File: config.mk
export PLATFORM = sky130hd
export DESIGN_NAME = software_timer_bank
export DESIGN_NICKNAME = d
export VERILOG_FILES = /design/src/rtl/stb_pkg.sv /design/src/rtl/stb_cell.sv /design/src/rtl/stb_head.sv /design/src/rtl/software_timer_bank.sv
export VERILOG_INCLUDE_DIRS = /design/src /design/src/rtl
export SDC_FILE = /design/constraint.sdc
export NUM_CORES = 1
export LEC_CHECK = 0
export BUFFER_PORTS_ARGS = -buffer_cell sky130_fd_sc_hd__buf_2
export CORE_MARGIN = 5
export CORE_UTILIZATION = 40
export CTS_CLUSTER_DIAMETER = 50
export DETAILED_ROUTE_END_ITERATION = 12
export HOLD_SLACK_MARGIN = 0.05
export PLACE_DENSITY = 0.63
export SLEW_MARGIN = 10
export SYNTH_ARGS = -nofsm -noshare
export SYNTH_HDL_FRONTEND = slang
export SYNTH_HIERARCHICAL = 1
export SYNTH_SLANG_ARGS = --single-unit
File: constraint.sdc
create_clock -name i_clk -period 2.75 [get_ports i_clk]
set_input_delay 0.275 -clock i_clk [delete_from_list [all_inputs] [get_ports i_clk]]
set_output_delay 0.275 -clock i_clk [all_outputs]
set_load 0.05 [all_outputs]
File: src/rtl/assert_macros.svh
// assertion helpers for the rtl
`ifndef ASSERT_MACROS_SVH
`define ASSERT_MACROS_SVH

// antecedent implies consequent in the same cycle
`define ASSERT_IMPLIES(label, clk, rst_n, ante, cons) \
    label: assert property (@(posedge clk) disable iff (!rst_n) (ante) |-> (cons)) \
        else $error("assertion failed");

// antecedent implies consequent in the next cycle
`define ASSERT_NEXT(label, clk, rst_n, ante, cons) \
    label: assert property (@(posedge clk) disable iff (!rst_n) (ante) |=> (cons)) \
        else $error("assertion failed");

`endif

File: src/rtl/stb_pkg.sv
package stb_pkg;

    // bank geometry
    localparam int NUM_SLOTS  = 16;
    localparam int COUNT_BITS = 16;
    localparam int MAX_OUT    = 16;

    localparam int SLOT_BITS  = (NUM_SLOTS > 1) ? $clog2(NUM_SLOTS) : 1;
    localparam int OUT_BITS   = $clog2(MAX_OUT + 1);

    // item kinds
    typedef enum logic [1:0] {
        KIND_TICK   = 2'd0,
        KIND_ARM    = 2'd1,
        KIND_DISARM = 2'd2
    } t_kind;

    // sequencer states
    typedef enum logic [1:0] {
        ST_IDLE,
        ST_RUN,
        ST_FLUSH
    } t_state;

    // contents of one timer cell
    typedef struct packed {
        logic                  armed;
        logic [COUNT_BITS-1:0] remaining;
        logic [COUNT_BITS-1:0] reload;
    } t_cell;

    // per-cell control
    typedef struct packed {
        logic shift;
        logic arm;
        logic disarm;
    } t_cell_ctl;

    // mask a 16-bit count word to the count width
    function automatic logic [COUNT_BITS-1:0] to_count(input logic [15:0] v);
        logic [COUNT_BITS+15:0] ext;
        ext = {{COUNT_BITS{1'b0}}, v};
        return ext[COUNT_BITS-1:0];
    endfunction

    // low four bits of a slot index
    function automatic logic [3:0] to_fired(input logic [SLOT_BITS-1:0] k);
        logic [SLOT_BITS+3:0] ext;
        ext = {4'b0000, k};
        return ext[3:0];
    endfunction

endpackage

File: src/rtl/stb_cell.sv
module stb_cell
    import stb_pkg::*;
(
    input  logic      i_clk,
    input  logic      i_rst_n,
    input  t_cell_ctl i_ctl,
    input  t_cell     i_load,
    input  t_cell     i_prev,
    output t_cell     o_cell
);

    logic                  r_armed;
    logic [COUNT_BITS-1:0] r_remaining;
    logic [COUNT_BITS-1:0] r_reload;

    // armed flag: cleared by reset
    always_ff @(posedge i_clk) begin
        if (!i_rst_n) begin
            r_armed <= 1'b0;
        end else if (i_ctl.shift) begin
            r_armed <= i_prev.armed;
        end else if (i_ctl.arm) begin
            r_armed <= 1'b1;
        end else if (i_ctl.disarm) begin
            r_armed <= 1'b0;
        end
    end

    // counts: shift from neighbor or load on arm
    always_ff @(posedge i_clk) begin
        if (i_ctl.shift) begin
            r_remaining <= i_prev.remaining;
            r_reload    <= i_prev.reload;
        end else if (i_ctl.arm) begin
            r_remaining <= i_load.remaining;
            r_reload    <= i_load.reload;
        end
    end

    assign o_cell = '{armed: r_armed, remaining: r_remaining, reload: r_reload};

endmodule

File: src/rtl/stb_head.sv
module stb_head
    import stb_pkg::*;
(
    input  t_cell i_cell,
    output t_cell o_cell,
    output logic  o_fire
);

    // count down, or expire and reload / disarm
    always_comb begin
        o_cell = i_cell;
        o_fire = 1'b0;
        if (i_cell.armed) begin
            if (i_cell.remaining != '0) begin
                o_cell.remaining = i_cell.remaining - 1'b1;
            end else begin
                o_fire = 1'b1;
                if (i_cell.reload != '0) begin
                    o_cell.remaining = i_cell.reload;
                end else begin
                    o_cell.armed = 1'b0;
                end
            end
        end
    end

endmodule

File: src/rtl/software_timer_bank.sv
// channel   | signals                                            | dir
// command   | start, i_kind, i_slot, i_start_count,              | in
//           | i_reload_count (busy is an output)                 |
// expiry    | o_valid, o_fired_slot, o_last                      | out
//
// a tick rotates the ring of slot cells once,
//   one slot through the head unit per cycle, then a flush state ends the tick
// arm and disarm write their cell directly; busy stays low
// expiries strobe in slot order, each the cycle after the next one (or the flush) is seen
// reset (i_rst_n low, synchronous) disarms every slot and idles the sequencer
// the receiver cannot stall: each strobe is a one-cycle word
`include "assert_macros.svh"

module software_timer_bank
    import stb_pkg::*;
(
    input  logic        i_clk,
    input  logic        i_rst_n,
    input  logic        start,
    output logic        busy,
    input  logic [1:0]  i_kind,
    input  logic [3:0]  i_slot,
    input  logic [15:0] i_start_count,
    input  logic [15:0] i_reload_count,
    output logic        o_valid,
    output logic [3:0]  o_fired_slot,
    output logic        o_last
);

    localparam logic [SLOT_BITS-1:0] LAST_STEP = SLOT_BITS'(NUM_SLOTS - 1);
    localparam logic [6:0]           SLOTS_W   = 7'(NUM_SLOTS);

    t_state               r_state, n_state;
    logic [SLOT_BITS-1:0] r_step, n_step;
    logic                 r_pend_v, n_pend_v;
    logic [3:0]           r_pend_slot, n_pend_slot;
    logic [OUT_BITS-1:0]  r_n_out, n_n_out;
    logic                 r_valid, n_valid;
    logic [3:0]           r_fired, n_fired;
    logic                 r_last, n_last;

    logic   accept;
    logic   slot_ok;
    logic   do_shift;
    logic   fire;
    t_cell  load_word;
    t_cell  head_next;
    t_cell  cells [NUM_SLOTS];

    assign accept  = start && !busy;
    assign slot_ok = {3'b000, i_slot} < SLOTS_W;
    assign load_word = '{armed: 1'b1, remaining: to_count(i_start_count),
                         reload: to_count(i_reload_count)};

    // ring of slot cells; slot 0 sits at the head
    for (genvar i = 0; i < NUM_SLOTS; i++) begin : g_cell
        t_cell_ctl ctl;
        t_cell     prev;

        assign ctl.shift  = do_shift;
        assign ctl.arm    = accept && (t_kind'(i_kind) == KIND_ARM) && slot_ok
                            && ({3'b000, i_slot} == 7'(i));
        assign ctl.disarm = accept && (t_kind'(i_kind) == KIND_DISARM) && slot_ok
                            && ({3'b000, i_slot} == 7'(i));

        if (i == NUM_SLOTS - 1) begin : g_tail
            assign prev = head_next;
        end else begin : g_mid
            assign prev = cells[i+1];
        end

        stb_cell u_cell (
            .i_clk   (i_clk),
            .i_rst_n (i_rst_n),
            .i_ctl   (ctl),
            .i_load  (load_word),
            .i_prev  (prev),
            .o_cell  (cells[i])
        );
    end

    // update unit at the head of the ring
    stb_head u_head (
        .i_cell (cells[0]),
        .o_cell (head_next),
        .o_fire (fire)
    );

    // sequencer state
    always_ff @(posedge i_clk) begin
        if (!i_rst_n) begin
            r_state  <= ST_IDLE;
            r_step   <= '0;
            r_pend_v <= 1'b0;
            r_n_out  <= '0;
            r_valid  <= 1'b0;
        end else begin
            r_state  <= n_state;
            r_step   <= n_step;
            r_pend_v <= n_pend_v;
            r_n_out  <= n_n_out;
            r_valid  <= n_valid;
        end
    end

    // result payload
    always_ff @(posedge i_clk) begin
        r_pend_slot <= n_pend_slot;
        r_fired     <= n_fired;
        r_last      <= n_last;
    end

    // next state; an expiry is held until the next one, or the flush, shows whether it is last
    always_comb begin
        n_state     = r_state;
        n_step      = r_step;
        n_pend_v    = r_pend_v;
        n_pend_slot = r_pend_slot;
        n_n_out     = r_n_out;
        n_valid     = 1'b0;
        n_fired     = r_fired;
        n_last      = 1'b0;
        do_shift    = 1'b0;
        case (r_state)
            ST_IDLE: begin
                if (accept && (t_kind'(i_kind) == KIND_TICK)) begin
                    n_state  = ST_RUN;
                    n_step   = '0;
                    n_n_out  = '0;
                    n_pend_v = 1'b0;
                end
            end
            ST_RUN: begin
                do_shift = 1'b1;
                if (fire && (r_n_out < OUT_BITS'(MAX_OUT))) begin
                    if (r_pend_v) begin
                        n_valid = 1'b1;
                        n_fired = r_pend_slot;
                    end
                    n_pend_v    = 1'b1;
                    n_pend_slot = to_fired(r_step);
                    n_n_out     = r_n_out + 1'b1;
                end
                if (r_step == LAST_STEP) begin
                    n_state = ST_FLUSH;
                end else begin
                    n_step = r_step + 1'b1;
                end
            end
            ST_FLUSH: begin
                if (r_pend_v) begin
                    n_valid = 1'b1;
                    n_fired = r_pend_slot;
                    n_last  = 1'b1;
                end
                n_pend_v = 1'b0;
                n_state  = ST_IDLE;
            end
            default: begin
                n_state = ST_IDLE;
            end
        endcase
    end

    assign busy         = (r_state != ST_IDLE);
    assign o_valid      = r_valid;
    assign o_fired_slot = r_fired;
    assign o_last       = r_last && r_valid;

    // checks
    `ASSERT_NEXT(a_word_only_from_tick, i_clk, i_rst_n, r_state == ST_IDLE && !accept, !o_valid)
    `ASSERT_NEXT(a_flush_ends_tick, i_clk, i_rst_n, r_state == ST_FLUSH, r_state == ST_IDLE)
    `ASSERT_IMPLIES(a_idle_no_pending, i_clk, i_rst_n, r_state == ST_IDLE, !r_pend_v)
    `ASSERT_IMPLIES(a_count_bounded, i_clk, i_rst_n, 1'b1, r_n_out <= OUT_BITS'(MAX_OUT))

endmodule
==> results.md <==
Setup path:
- The kind of start point of the critical path is a register.
- The signal on the critical path passes through inv_1, ha_1, nor4b_4, nand4_1, o21a_1, a21oi_1, a31oi_1, mux2_2.
- The internal reg-to-reg setup slack is around 210 ps.
- For the worst setup path, the data required time is 3130 ps.
- The type of the worst setup path is reg -> reg.
- For this run, the slowest stage of the critical path takes 410 ps.
- The number of cell instances on the worst register-to-register path is 8.
- The worst reg2reg path endpoint is g_cell[15].u_cell/r_remaining[14].
- Along the worst path, the maximum fanout reaches 8.
- The worst endpoint data arrival time is a little under 3000 ps.
- Tracing the worst setup path back leads to its startpoint at g_cell[0].u_cell/r_remaining[0].
- The reg-to-reg startpoint is g_cell[0].u_cell/r_remaining[0].
- The endpoint class of the critical path is a register.
- The slowest stage of the critical path is the sky130_fd_sc_hd__edfxtp_1 cell.

Floorplan:
- Once the floorplan was initialized, standard cells occupied 40.53% of the core.
- 48 I/O pins were placed.
- The standard cell core area is around 62000 sq um.
- The floorplan has 91 rows.
- The die covers 67880 sq um.
- The floorplan die height is 260.5 um.
- In this run the horizontal extent of the chip is 260.5 um.

Min path:
- The worst hold path belongs to the class in -> reg.
- The hold-critical path depth is 2.
- The path with the worst hold slack has its endpoint at g_cell[5].u_cell/r_reload[6].
- The worst hold path begins at i_reload_count[6].

STA:
- The clock tree skew after final layout is 23.68 ps.
- Setup violations remaining at the end of the flow were counted as 0.
- The maximum achievable frequency is 394.2 MHz.
- For the pin with the worst max-slew slack, the measured transition is 711.6 ps.
- The count of final hold-check violations is 0.
- Setup repair after global routing left no endpoint under its margin.
- The worst path in the final design needs a cycle of 2537 ps, including I/O delays and setup.
- After routing, the total negative slack on setup checks comes to 0 ps.
- The final worst-path cycle share is 92.25%.
- The worst slew margin relative to its limit is 52.56%.
- The post-route worst setup slack is 213.1 ps.
- The number of max-slew violations in the final report is 0.

Yosys:
- When the netlist entered floorplanning its net count stood at roughly 1500.
- The synthesis warning total is 6.
- The synthesized area divided by synthesized cell count is approximately 17 sq um.
- The cell area after synthesis is ~25000 sq um.
- The post-synthesis cell count is approximately 1500.

Global routing:
- The maximum number of pins on one net before global-route repair is 77.
- The first global-routing pass estimated 76240 um of wire.
- Across every metal layer, demand over resource in global routing totals 14.27%.
- The overflow left after global routing is 0.
- The number of global-route vias before repair is 12700.
- The number of antenna violations at the first check in global routing is 2.

Drt:
- The number of search-and-repair iterations in the first detailed-routing pass is 5.
- Dividing the detail-routed wire length by the instance count gives 20.38 um.
- The count of unresolved DRC violations after routing is 0.
- Using the TritonRoute via totals, the vias-per-cell ratio works out to 5.185.
- The detailed router finished its first iteration with 869 violations.
- The remaining antenna violation count is 0.
- After detailed routing, the total wire length is 48890 um.
- Across all layers, the routed design uses ~12000 vias.

Final layout:
- The area growth from synthesis to layout is 10.63%.
- The area used by multi-input combinational logic is 7656 sq um.
- At the end of the flow, the number of nets in the layout was 1560.
- The post-route netlist has 46.57% of its cells at a drive strength greater than 1.
- Fill cells in the final layout number ~5400.
- In the final layout, flip-flops and latches occupy 16220 sq um.

Place:
- The detailed placement HPWL is 28650 um.
- Timing analysis after detailed placement gives a worst setup slack of between 150 and 200 ps.
- Buffers placed on the I/O ports in this run total 47.
- At the end of routability-driven placement, the weighted congestion stood at 0.8959.

Clock tree:
- The buffer type at the clock tree root is sky130_fd_sc_hd__clkbuf_16.
- At the later pin of the worst-skew pair, clock insertion delay measures between 600 and 700 ps.
- For this design, the sink count on the clock tree is 550.
- The clock tree from TritonCTS is done.
- The number of buffers added by the clock tree synthesis step is just under 60.
- Clock-pin slew was measured on the worst setup and hold paths at 60 ps.
- The H-tree depth reported by CTS is 2.
- Buffers inserted to repair hold after CTS numbered 0.
- The clock passes through at most 3 buffers.

Power and ir drop:
- Across the VDD grid, the largest voltage drop is between 500 and 600 uV.
- The reported leakage power is 9.045 nW.
- The power density relative to cell area is 994.5 nW/um^2.

Run status:
- The run finished with clean final reports.

Flow run:
- The tool flagged a number of max-cap violations equal to 0.
==> layer usage <==
layer | up-vias | global-route usage [%] | part of all wire, %
met4 | 2 | 4.256 | 2.4
met3 | 90 | 2.361 | 3.8
li1 | 5813 | - | -
met5 | - | 0 | 0.027
met2 | 210 | 22.66 | 46
met1 | 6323 | 20.32 | 47
==> worst max-delay path, delay by kind of cell (launching register included) <==
| kind | cells | cell delay, ps |
|---|---|---|
| AND/OR/NAND/NOR | 2 | 770 |
| buffers and inverters | 1 | 130 |
| adder cells (fa/ha/maj) | 1 | 170 |
| multiplexers | 1 | 280 |
| AO/OA/AOI/OAI | 3 | 530 |
| flip-flops | 1 | 410 |
==> state kept, by name, indices dropped and copies added (netlist names), 2 cells and up <==
| register | count |
|---|---|
| g_cell.u_cell/r_remaining | 256 |
| g_cell.u_cell/r_armed | 16 |
| o_fired_slot | 4 |
| g_cell.u_cell/r_reload | 256 |
| r_step | 4 |
| r_n_out | 5 |
| r_pend_slot | 4 |
| r_state | 2 |
==> cells in the final DEF, fill, tap and decap left out, types with 12 or more instances in the layout <==
cell type,count
sky130_fd_sc_hd__a21oi_1,15
sky130_fd_sc_hd__buf_12,22
sky130_fd_sc_hd__buf_2,47
sky130_fd_sc_hd__buf_4,22
sky130_fd_sc_hd__clkbuf_16,60
sky130_fd_sc_hd__clkinv_1,14
sky130_fd_sc_hd__clkinv_2,13
sky130_fd_sc_hd__dfxtp_1,30
sky130_fd_sc_hd__edfxtp_1,520
sky130_fd_sc_hd__inv_1,25
sky130_fd_sc_hd__mux2_2,512
sky130_fd_sc_hd__nand2_1,23
sky130_fd_sc_hd__nand3_1,12
sky130_fd_sc_hd__nor2_1,31
sky130_fd_sc_hd__nor2b_1,16
sky130_fd_sc_hd__nor3_1,14
sky130_fd_sc_hd__o21ai_0,17
sky130_fd_sc_hd__o221a_1,17
sky130_fd_sc_hd__or2_4,16
==> power by group <==
part | total (W) | internal (W) | switching (W)
Clock | 0.00777 | 0.00443 | 0.00335
Combinational | 0.00701 | 0.00321 | 0.00380
Sequential | 0.0128 | 0.0122 | 0.000604
==> worst max-delay path by stage <==
stage / to / slack (ps) / cells after the start
finish: g_cell[15].u_cell/r_remaining[14] / 210 / 8
global route: o_fired_slot[1] / 70 / 8
CTS: o_fired_slot[1] / 160 / 8
detailed placement: o_fired_slot[0] / 170 / 8
global placement: o_fired_slot[0] / 240 / 8
floorplan: o_fired_slot[0] / 450 / 5
==> timing repair <==
action	in CTS	in global routing
setup endpoints to repair	0	1
endpoints found under the hold margin	0	0
gates resized for setup	0	2
buffers inserted	0	0
==> area by class of cell <==
cell class,count,area share (%)
Inverter,27,0.3649
Clock buffer,69,5.563
Clock inverter,42,1.320
Timing Repair Buffer,91,3.027
Tap cell,837,3.770
Multi-Input combinational cell,782,27.56
Antenna cell,1,0.009009
Sequential cell,550,58.38
==> metrics by stage <==
step / area (sq um) / hold WS, ps / cells / total power [W] / utilization (%)
after floorplan: 25110 / 400.3 / 1470 / 0.01841 / -
after global placement: 25860 / 408.9 / 2287 / 0.01997 / 41.75
after detailed placement: 25860 / 409.9 / 2287 / 0.02009 / 41.75
after CTS: 27770 / 113.0 / 2398 / 0.02801 / 44.83
after global routing: 27770 / 168.0 / 2398 / 0.02893 / 44.84
final: 27780 / 168.4 / 2399 / 0.02762 / 44.84
Note: power is estimated with default switching activity, not from simulation.
